===== src/sv/pse_pkg.sv =====
package pse_pkg;

    localparam int unsigned CHAN_W        = 8;
    localparam int unsigned RGB_W         = 3 * CHAN_W;
    localparam int unsigned COUNT_W       = 7;
    localparam int unsigned IDX_W         = 7;
    localparam int unsigned SYM_W         = 8;
    localparam int unsigned ALPHABET_SIZE = 74;
    localparam int unsigned MAX_COLORS_DEF = 74;

    // first character sits in the top byte
    localparam logic [SYM_W*ALPHABET_SIZE-1:0] SYMBOL_STR =
        "*!#$&/()=-.,ZXCVBNMLKJHGFDSAQWERTYUIOPplokmijnuhbygvtfcrdxeszwaq2134567890";

    typedef struct packed {
        logic               wr_en;
        logic [COUNT_W-1:0] count;
        logic [RGB_W-1:0]   rgb;
    } pse_cell_ctrl_t;

    function automatic logic [SYM_W-1:0] symbol_at(input logic [IDX_W-1:0] idx);
        int unsigned pos;
        pos = int'(idx);
        if (pos >= ALPHABET_SIZE)
        begin
            return '0;
        end
        return SYMBOL_STR[SYM_W*(ALPHABET_SIZE-1-pos) +: SYM_W];
    endfunction

endpackage


===== src/sv/pse_if.sv =====
interface pse_pixel_if import pse_pkg::*; ();
    logic              valid;
    logic              ready;
    logic [CHAN_W-1:0] red;
    logic [CHAN_W-1:0] green;
    logic [CHAN_W-1:0] blue;
    logic              start_of_image;

    modport source (output valid, red, green, blue, start_of_image, input ready);
    modport sink   (input valid, red, green, blue, start_of_image, output ready);
endinterface

interface pse_symbol_if import pse_pkg::*; ();
    logic             valid;
    logic             ready;
    logic [SYM_W-1:0] symbol;
    logic [IDX_W-1:0] palette_index;
    logic             is_new;
    logic             overflow;

    modport source (output valid, symbol, palette_index, is_new, overflow, input ready);
    modport sink   (input valid, symbol, palette_index, is_new, overflow, output ready);
endinterface


===== src/sv/pse_cell.sv =====
module pse_cell import pse_pkg::*; #(
    parameter int unsigned CELL_IDX = 0
) (
    input  logic           clk,
    input  pse_cell_ctrl_t ctrl,
    output logic           hit
);

    logic [RGB_W-1:0] colour_reg;
    logic             occupied;

    // entries below the fill count are live; those at or above it never report a hit
    assign occupied = ctrl.count > COUNT_W'(CELL_IDX);
    assign hit      = occupied && (colour_reg == ctrl.rgb);

    always_ff @(posedge clk)
    begin
        if (ctrl.wr_en && (ctrl.count == COUNT_W'(CELL_IDX)))
        begin
            colour_reg <= ctrl.rgb;
        end
    end

endmodule


===== src/sv/pse_match_enc.sv =====
module pse_match_enc import pse_pkg::*; #(
    parameter int unsigned N = MAX_COLORS_DEF
) (
    input  logic [N-1:0]     hit,
    output logic             found,
    output logic [IDX_W-1:0] idx
);

    // palette colours are distinct, so at most one hit bit is set
    always_comb
    begin
        idx = '0;
        for (int i = 0; i < N; i++)
        begin
            if (hit[i])
            begin
                idx = idx | IDX_W'(i);
            end
        end
    end

    assign found = |hit;

endmodule


===== src/sv/palette_symbol_encoder.sv =====
// Palette symbol encoder. Each pixel beat is compared against every palette
// entry at once, one cell per entry, and the result beat appears in the output
// register on the next cycle: one pixel per cycle sustained while the output is
// not stalled; the parallel colour compare and the index encode sit in front of
// the output register. A new colour takes the next free entry; start_of_image
// empties the palette before its own pixel. An unknown colour on a full palette
// gives overflow with symbol and index zero. No clearing pass after reset.
module palette_symbol_encoder import pse_pkg::*; #(
    parameter int unsigned MAX_COLORS = MAX_COLORS_DEF
) (
    input  logic                clk,
    input  logic                rst_n,
    pse_pixel_if.sink           pixel_in,
    pse_symbol_if.source        symbol_out
);

    logic [COUNT_W-1:0] count_reg;
    logic [COUNT_W-1:0] count_next;
    logic [COUNT_W-1:0] count_eff;
    logic               out_valid_reg;
    logic               out_valid_next;
    logic [SYM_W-1:0]   symbol_reg;
    logic [IDX_W-1:0]   index_reg;
    logic               is_new_reg;
    logic               overflow_reg;

    logic               in_fire;
    logic               found;
    logic [IDX_W-1:0]   hit_idx;
    logic [MAX_COLORS-1:0] hit;
    logic               room;
    logic               insert;
    logic [IDX_W-1:0]   res_idx;
    pse_cell_ctrl_t     cell_ctrl;

    assign pixel_in.ready = !out_valid_reg || symbol_out.ready;
    assign in_fire        = pixel_in.valid && pixel_in.ready;

    assign count_eff = pixel_in.start_of_image ? '0 : count_reg;
    assign room      = count_eff < COUNT_W'(MAX_COLORS);
    assign insert    = !found && room;

    assign cell_ctrl.wr_en = in_fire && insert;
    assign cell_ctrl.count = count_eff;
    assign cell_ctrl.rgb   = {pixel_in.red, pixel_in.green, pixel_in.blue};

    for (genvar g = 0; g < MAX_COLORS; g++)
    begin : g_cell
        pse_cell #(
            .CELL_IDX (g)
        ) u_cell (
            .clk  (clk),
            .ctrl (cell_ctrl),
            .hit  (hit[g])
        );
    end

    pse_match_enc #(
        .N (MAX_COLORS)
    ) u_enc (
        .hit   (hit),
        .found (found),
        .idx   (hit_idx)
    );

    assign res_idx = found ? hit_idx : (insert ? IDX_W'(count_eff) : '0);

    always_comb
    begin
        count_next     = count_reg;
        out_valid_next = out_valid_reg;
        if (symbol_out.ready)
        begin
            out_valid_next = 1'b0;
        end
        if (in_fire)
        begin
            out_valid_next = 1'b1;
            count_next     = insert ? count_eff + COUNT_W'(1) : count_eff;
        end
    end

    always_ff @(posedge clk or negedge rst_n)
    begin
        if (!rst_n)
        begin
            count_reg     <= '0;
            out_valid_reg <= 1'b0;
        end
        else
        begin
            count_reg     <= count_next;
            out_valid_reg <= out_valid_next;
        end
    end

    always_ff @(posedge clk)
    begin
        if (in_fire)
        begin
            symbol_reg   <= (found || insert) ? symbol_at(res_idx) : '0;
            index_reg    <= res_idx;
            is_new_reg   <= insert;
            overflow_reg <= !found && !room;
        end
    end

    assign symbol_out.valid         = out_valid_reg;
    assign symbol_out.symbol        = symbol_reg;
    assign symbol_out.palette_index = index_reg;
    assign symbol_out.is_new        = is_new_reg;
    assign symbol_out.overflow      = overflow_reg;

endmodule


===== src/flat_wrapper.sv =====
// flat-port wrapper written by rule: the top's interface ports become plain ports
module palette_symbol_encoder_flat import pse_pkg::*;
#(
    parameter int unsigned MAX_COLORS = MAX_COLORS_DEF
)
  (clk, rst_n, pixel_in_valid, pixel_in_red, pixel_in_green, pixel_in_blue, pixel_in_start_of_image, pixel_in_ready, symbol_out_valid, symbol_out_symbol, symbol_out_palette_index, symbol_out_is_new, symbol_out_overflow, symbol_out_ready);
  pse_pixel_if pixel_in_i ();
  pse_symbol_if symbol_out_i ();
  input  logic clk;
  input  logic rst_n;
  input wire logic [$bits(pixel_in_i.valid)-1:0] pixel_in_valid;
  input wire logic [$bits(pixel_in_i.red)-1:0] pixel_in_red;
  input wire logic [$bits(pixel_in_i.green)-1:0] pixel_in_green;
  input wire logic [$bits(pixel_in_i.blue)-1:0] pixel_in_blue;
  input wire logic [$bits(pixel_in_i.start_of_image)-1:0] pixel_in_start_of_image;
  output wire logic [$bits(pixel_in_i.ready)-1:0] pixel_in_ready;
  output wire logic [$bits(symbol_out_i.valid)-1:0] symbol_out_valid;
  output wire logic [$bits(symbol_out_i.symbol)-1:0] symbol_out_symbol;
  output wire logic [$bits(symbol_out_i.palette_index)-1:0] symbol_out_palette_index;
  output wire logic [$bits(symbol_out_i.is_new)-1:0] symbol_out_is_new;
  output wire logic [$bits(symbol_out_i.overflow)-1:0] symbol_out_overflow;
  input wire logic [$bits(symbol_out_i.ready)-1:0] symbol_out_ready;
  assign pixel_in_i.valid = pixel_in_valid;
  assign pixel_in_i.red = pixel_in_red;
  assign pixel_in_i.green = pixel_in_green;
  assign pixel_in_i.blue = pixel_in_blue;
  assign pixel_in_i.start_of_image = pixel_in_start_of_image;
  assign pixel_in_ready = pixel_in_i.ready;
  assign symbol_out_valid = symbol_out_i.valid;
  assign symbol_out_symbol = symbol_out_i.symbol;
  assign symbol_out_palette_index = symbol_out_i.palette_index;
  assign symbol_out_is_new = symbol_out_i.is_new;
  assign symbol_out_overflow = symbol_out_i.overflow;
  assign symbol_out_i.ready = symbol_out_ready;
  palette_symbol_encoder #(.MAX_COLORS(MAX_COLORS)) u_core (.clk(clk), .rst_n(rst_n), .pixel_in(pixel_in_i), .symbol_out(symbol_out_i));
endmodule

===== config.mk =====
export PLATFORM = sky130hd
export DESIGN_NAME = palette_symbol_encoder_flat
export DESIGN_NICKNAME = d
export VERILOG_FILES = /design/src/sv/pse_pkg.sv /design/src/sv/pse_if.sv /design/src/sv/pse_cell.sv /design/src/sv/pse_match_enc.sv /design/src/sv/palette_symbol_encoder.sv /design/src/flat_wrapper.sv
export SDC_FILE = /design/constraint.sdc
export NUM_CORES = 2
export LEC_CHECK = 0
export ABC_CLOCK_PERIOD_IN_PS = 10600
export BUFFER_PORTS_ARGS = -buffer_cell sky130_fd_sc_hd__buf_2
export CAP_MARGIN = 25
export CORE_AREA = 2 2 448 450
export DETAILED_ROUTE_END_ITERATION = 8
export DIE_AREA = 0 0 450 452
export PLACE_DENSITY = 0.6
export SYNTH_ARGS = -nofsm -noshare
export SYNTH_HDL_FRONTEND = slang
export SYNTH_HIERARCHICAL = 1
export SYNTH_SLANG_ARGS = --single-unit

===== constraint.sdc =====
create_clock -name clk -period 10.6 [get_ports clk]
set_input_delay 0.53 -clock clk [delete_from_list [all_inputs] [get_ports clk]]
set_output_delay 0.53 -clock clk [all_outputs]
set_load 0.03 [all_outputs]

======== Word level (Yosys, flattened, before mapping) ========
Cells that the tools add are included.
Widths: inputs -> output; s select.
storage, ports and cells
  flip-flop bits (word level) ............. 1801
  latch bits .............................. 0
  bits in writable memories ............... 0
  bits in read-only memories .............. 0
  output and inout bits ................... 19
  logic and storage cells ................. 551
  memories kept ........................... 0
cells by class
  add/sub/neg operators ................... 2
  multiply operators ...................... 0
  divide/modulo/power cells ............... 0
  magnitude comparators ................... 76
  eq/ne operators ......................... 147
  shifts and indexed selects .............. 1
  mux-type cells .......................... 85
  bitwise gates (word level) .............. 0
  reduce and logical (&&, ||, !) cells .... 160
operators with widths
  operator                   number
  $eq 24x24->1               74
  $shiftx 592x33->8 const A  1
  $eq 7x6->1 const B         32
  $gt 7x6->1 const B         32
  $mux 6                     32
  $logic_and 1x1->1          152
  $eq 7x5->1 const B         16
  $gt 7x5->1 const B         16
  $mux 7                     14
  $mux 5                     16
  $reduce_or 74->1           1
  $eq 7x7->1 const B         10
  $gt 7x7->1 const B         10
  $eq 7x4->1 const B         8
  $gt 7x4->1 const B         8
  $mux 4                     8
  $mux 8                     4
  $eq 7x3->1 const B         4
  $gt 7x3->1 const B         4
  $eq 7x2->1 const B         2
  $gt 7x1->1 const B         2
  $gt 7x2->1 const B         2
  $mux 3                     4
  $sub 7x7->8 const A        1
  other kinds (10)           18

======== Longest topological paths before layout ========
  depth in word-level cells ............... 82
  mapped depth ............................ 25
  mapped depth without buffers ............ 21

======== Least setup slack after synthesis ========
No wires, ideal clock.
  path type ............................... input-to-reg
  start point ............................. input port pixel_in_start_of_image
  end point ............................... register u_core.g_cell[73].u_cell.colour_reg[0] (enable)
  data arrival time ....................... 11.485 ns
  required time ........................... 10.125 ns
  slack ................................... -1.360 ns
  stages on the path ...................... 15
  buffers on the path ..................... 2
  cell sequence ........................... clkbuf_1 nor2b_1 or3b_1 a21oi_1 nor3_1 and3_1 nor4_1 nand2_1 nor2_1 nand4_1 buf_2 a21oi_1 and2_1 nand4_1 nor4b_1
RTL lines
  what                    line                source
  start: declaration      flat_wrapper.sv:15  input wire logic [$bits(pixel_in_i.start_of_image)-1:0] pixel_in_start_of_image;
  end signal: assignment  pse_cell.sv:20      colour_reg <= ctrl.rgb;
  end: declaration        pse_cell.sv:9       logic [RGB_W-1:0] colour_reg;

==> impl.org <==
** Outcome
- Result of the run :: finished clean

** Placed design
- Final RePlAce weighted congestion :: 0.847
- Detailed placement finished with a half-perimeter wire length of 109000 um.
- Port Buffers :: 46
- Counting tap cells, the placed design contains a total of 7759 instances.

** Synthesis
- Synthesis produced a netlist with a net count of 4942.
- The synthesized netlist occupies a cell area of 79000 sq um.
- Synth cell types :: 89
- Dominant synthesized flop cell :: edfxtp_1
- Counting flops with a built-in enable in the synthesized netlist gives ~1800.
- Synthesized area divided by synthesized cell count :: approximately 16 sq um
- Synthesis inferred 1800 register bits.
- For this run, the number of Yosys warnings is 6.
- In the synthesized netlist, the number of instances is approximately 4900.
- Counting flops with an async set or reset pin after synthesis yields a share of less than 1%.
- Sequential cells were found to cover 68.4% of the synthesized design area.

** Floorplanning
- After floorplanning, the core was divided into 164 placement rows.
- Placeable core area :: about 200000 sq um
- From left edge to right edge, the die measures 450 um.
- Once the floorplan was initialized, standard cells occupied around two fifths of the core.
- During I/O placement, the number of pins put on the boundary was 48.
- Die span in y :: 452 um
- The die covers about 200000 sq um.

** Worst setup path
- The worst setup path is of the register to register kind.
- The endpoint identified for the worst register-to-register timing path is u_core/symbol_out.symbol[0].
- Crit. End Element :: register
- Critical Path AT :: 8.33 ns
- Worst reg2reg setup slack :: 2.82 ns
- Critical path fanouts, max :: between 40 and 50
- STA puts the critical path data required time at 11.15 ns.
- Number of cells on the worst reg-to-reg path :: 22
- Reg-to-reg critical path startpoint :: u_core/count_reg[1]
- Startpoint class of the critical path :: register

** STA
- The final critical path takes up 73.4% of the cycle.
- Max frequency :: 129 MHz
- The number of hold violations in the final report is 0.
- Clock skew on the completed layout was measured at 0.0387 ns.
- Minimum hold slack :: 0.112 ns
- In the final timing run, aggregate negative setup slack is 0 ns.
- Setup repair after global routing left no endpoint under its margin.
- For the pin with the worst max-slew slack, the measured transition is 1.13 ns.
- Setup violations remaining at the end of the flow were counted as 0.
- Worst rel slew slack :: a little under a quarter
- The number of slew-limit violations in the final report is 0.
- Counting I/O delays and the setup requirement, the final critical path takes 7.78 ns.

** Global route
- First-pass GRT wire length :: 293000 um
- The initial antenna violation count is 2.
- After global routing the overflow that remains totals 0.
- Across every metal layer, demand over resource in global routing totals 19.2%.
- Largest net degree at the start of global routing :: 91
- The number of global-route vias before repair came to 42500.

** Route
- Once detail routing completed, the nets flagged for antenna violations numbered 0.
- Average wire per standard cell :: 24.3 um
- In the routed layout, each cell is associated on average with a via count of 5.31.
- Wire length after detailed routing :: 198000 um
- DRC viols :: 0
- The routed layout has about 43000 vias.
- The first detailed-routing pass ran for 6 iterations.
- After the first detailed-routing iteration, the DRC count stood at 3582.

** Clock network
- Clock Path Buffers :: 3
- Cell at the root of the clock tree :: clkbuf_16
- TritonCTS clock tree :: yes
- In this run the post-CTS setup repair buffer count came out at 0.
- The H-tree generated during clock tree synthesis spans 4 levels.
- Resized cells post-CTS :: 0
- Clock buffer count from CTS :: 190
- Latest clock arrival within the worst-skew pair :: 0.82 ns
- After clock tree synthesis, the clock-pin slew on the worst setup and hold paths is 0.06 ns.
- Clock tree synthesis found a total of 1800 sinks.

** Finish
- The library cell used most frequently in the layout, excluding fill and tap cells, is edfxtp_1.
- Number of flip-flops in the largest register :: 1776
- Synth-to-Final Area Change :: 15.9%
- In the final design database the tool counted 5346 nets.
- Fraction of layout instances using a drive strength above 1 :: ~14%
- Filler-free cell count of the finished design :: 8126
- Top library cells by usage in the layout, fill and taps aside :: 1792 x edfxtp_1, 1071 x xor2_1, 709 x xnor2_1
- 0 antenna diodes ended up in the layout.

** Pwr
- Total power for the finished layout comes to around 15 mW.
- In this run the static leakage power is 28.7 nW.
- Worst IR Drop VDD :: 175 uV
- Pwr/cell area :: 169 nW/um^2

** Run
- Max-cap check violation count :: 0

** Hold path
- Kind of path behind the tightest hold check :: input port to asynchronous set/reset pin
==> area by class of cell <==
type	instances	area (sq um)
Clock buffer	239	4980
Clock inverter	111	1060
Fill cell	17200	107000
Inverter	31	126
Multi-Input combinational cell	3054	25000
Sequential cell	1800	54000
Tap cell	2656	3320
Timing Repair Buffer	235	2970
==> cells in the mapped netlist, drive strengths merged (3+ instances only) <==
cell type     n  area (sq um)
a311oi        3          26.3
a22oi         6          45.0
and4         13           114
nor3         58           315
o21a          3          22.5
o31ai         7          66.3
or3           9          61.3
a21o          4          30.0
o21ai        40           211
nand4b       20           175
and3         21           131
o311ai       14           123
ha            5          62.6
o2111ai       5          43.8
inv          30           113
nor4b        10           100
nor2         95           364
nand2b       14          87.6
a2111oi      10           134
a221oi        3          26.3
nand3        52           273
nor4        371          3470
nor2b        11          68.8
and2         12          77.6
a21oi        46           234
nand2        75           282
xor2       1071          9380
dfrtp         8           200
clkbuf       13          48.8
buf          10          61.3
o211ai        6          45.0
a211oi       12           113
a31oi        18           113
edfxtp     1792         53800
or4          29           236
nand4       256          1620
a41oi         3          33.8
xnor2       713          6270
o31a          3          26.3
==> per-layer routing <==
metal | vias up | global-route usage (%) | routed length, um | share of wire (%)
met5 | - | 0 | 13 | 0.0066
met1 | 22300 | 27.9 | 92400 | 47
met3 | 231 | 2.71 | 9550 | 4.8
li1 | 19500 | - | - | -
met2 | 1153 | 30.8 | 92500 | 47
met4 | 2 | 4.13 | 3190 | 1.6
==> cells by family (layout without fill, tap and decap cells) <==
group / Yosys count / after routing / synth area share (%)
AO/OA/AOI/OAI: 202 / 202 / 1.87
XOR/XNOR: 1784 / 1784 / 19.8
adder cells (fa/ha/maj): 6 / 6 / 0.0919
buffers and inverters: 54 / 616 / 0.293
flip-flops: 1800 / 1800 / 68.4
multiplexers: 3 / 3 / 0.0396
other: 1 / 1 / 0.00475
AND/OR/NAND/NOR: 1058 / 1058 / 9.48
==> where the power goes <==
group          internal [mW]  leakage [nW]  switching, mW
Clock                   3.68          2.92           2.78
Combinational          0.358          9.52          0.795
Sequential              7.87          16.2         0.0149
==> what timing repair did <==
| item | in CTS | in global routing |
|---|---|---|
| hold endpoints to repair | 9 | 0 |
| hold buffers | 3 | 0 |
| setup endpoints to repair | 0 | 0 |
==> stage by stage <==
| stage | setup slack [ns] | instance area [sq um] | utilization (%) |
|---|---|---|---|
| after global placement | 2.61 | 84500 | 42.6 |
| after detailed placement | 2.60 | 85100 | 42.8 |
| after global routing | 2.34 | 91500 | 46.1 |
| after CTS | 3.06 | 91200 | 45.9 |
| after floorplan | 0.0506 | 79000 | - |
| final | 2.82 | 91500 | 46.1 |
==> critical path, stage by stage (launching register included) <==
cell and delay [ns]:
dfrtp_1 0.43, nand2b_1 0.21, inv_4 0.24, buf_4 0.32, or4_1 0.54, nor2_1 0.13, nor4_1 0.07, and3_1 0.17
nor4_1 0.88, nand4_1 0.26, nor2_1 0.17, nand4_1 0.20, buf_4 0.27, o31ai_4 0.79, inv_2 0.39, ha_1 0.61
inv_1 0.29, a21oi_1 0.11, nor2_1 0.55, a221oi_1 0.16, a211oi_1 0.28, nor3_1 0.09, o32a_1 0.28
==> worst max path at each step <==
stage	from	to	slack [ns]	cells past startpoint
after global routing	u_core/count_reg[5]	u_core/symbol_out.symbol[0]	2.34	21
after global placement	pixel_in_start_of_image	u_core/symbol_out.symbol[0]	2.61	23
after detailed placement	pixel_in_start_of_image	u_core/symbol_out.symbol[0]	2.60	23
after floorplan	pixel_in_start_of_image	u_core/g_cell[73].u_cell/colour_reg[0]	0.05	14
final	u_core/count_reg[1]	u_core/symbol_out.symbol[0]	2.82	22
after CTS	u_core/count_reg[5]	u_core/symbol_out.symbol[0]	3.06	20
Power figures use the tool's default switching activity.
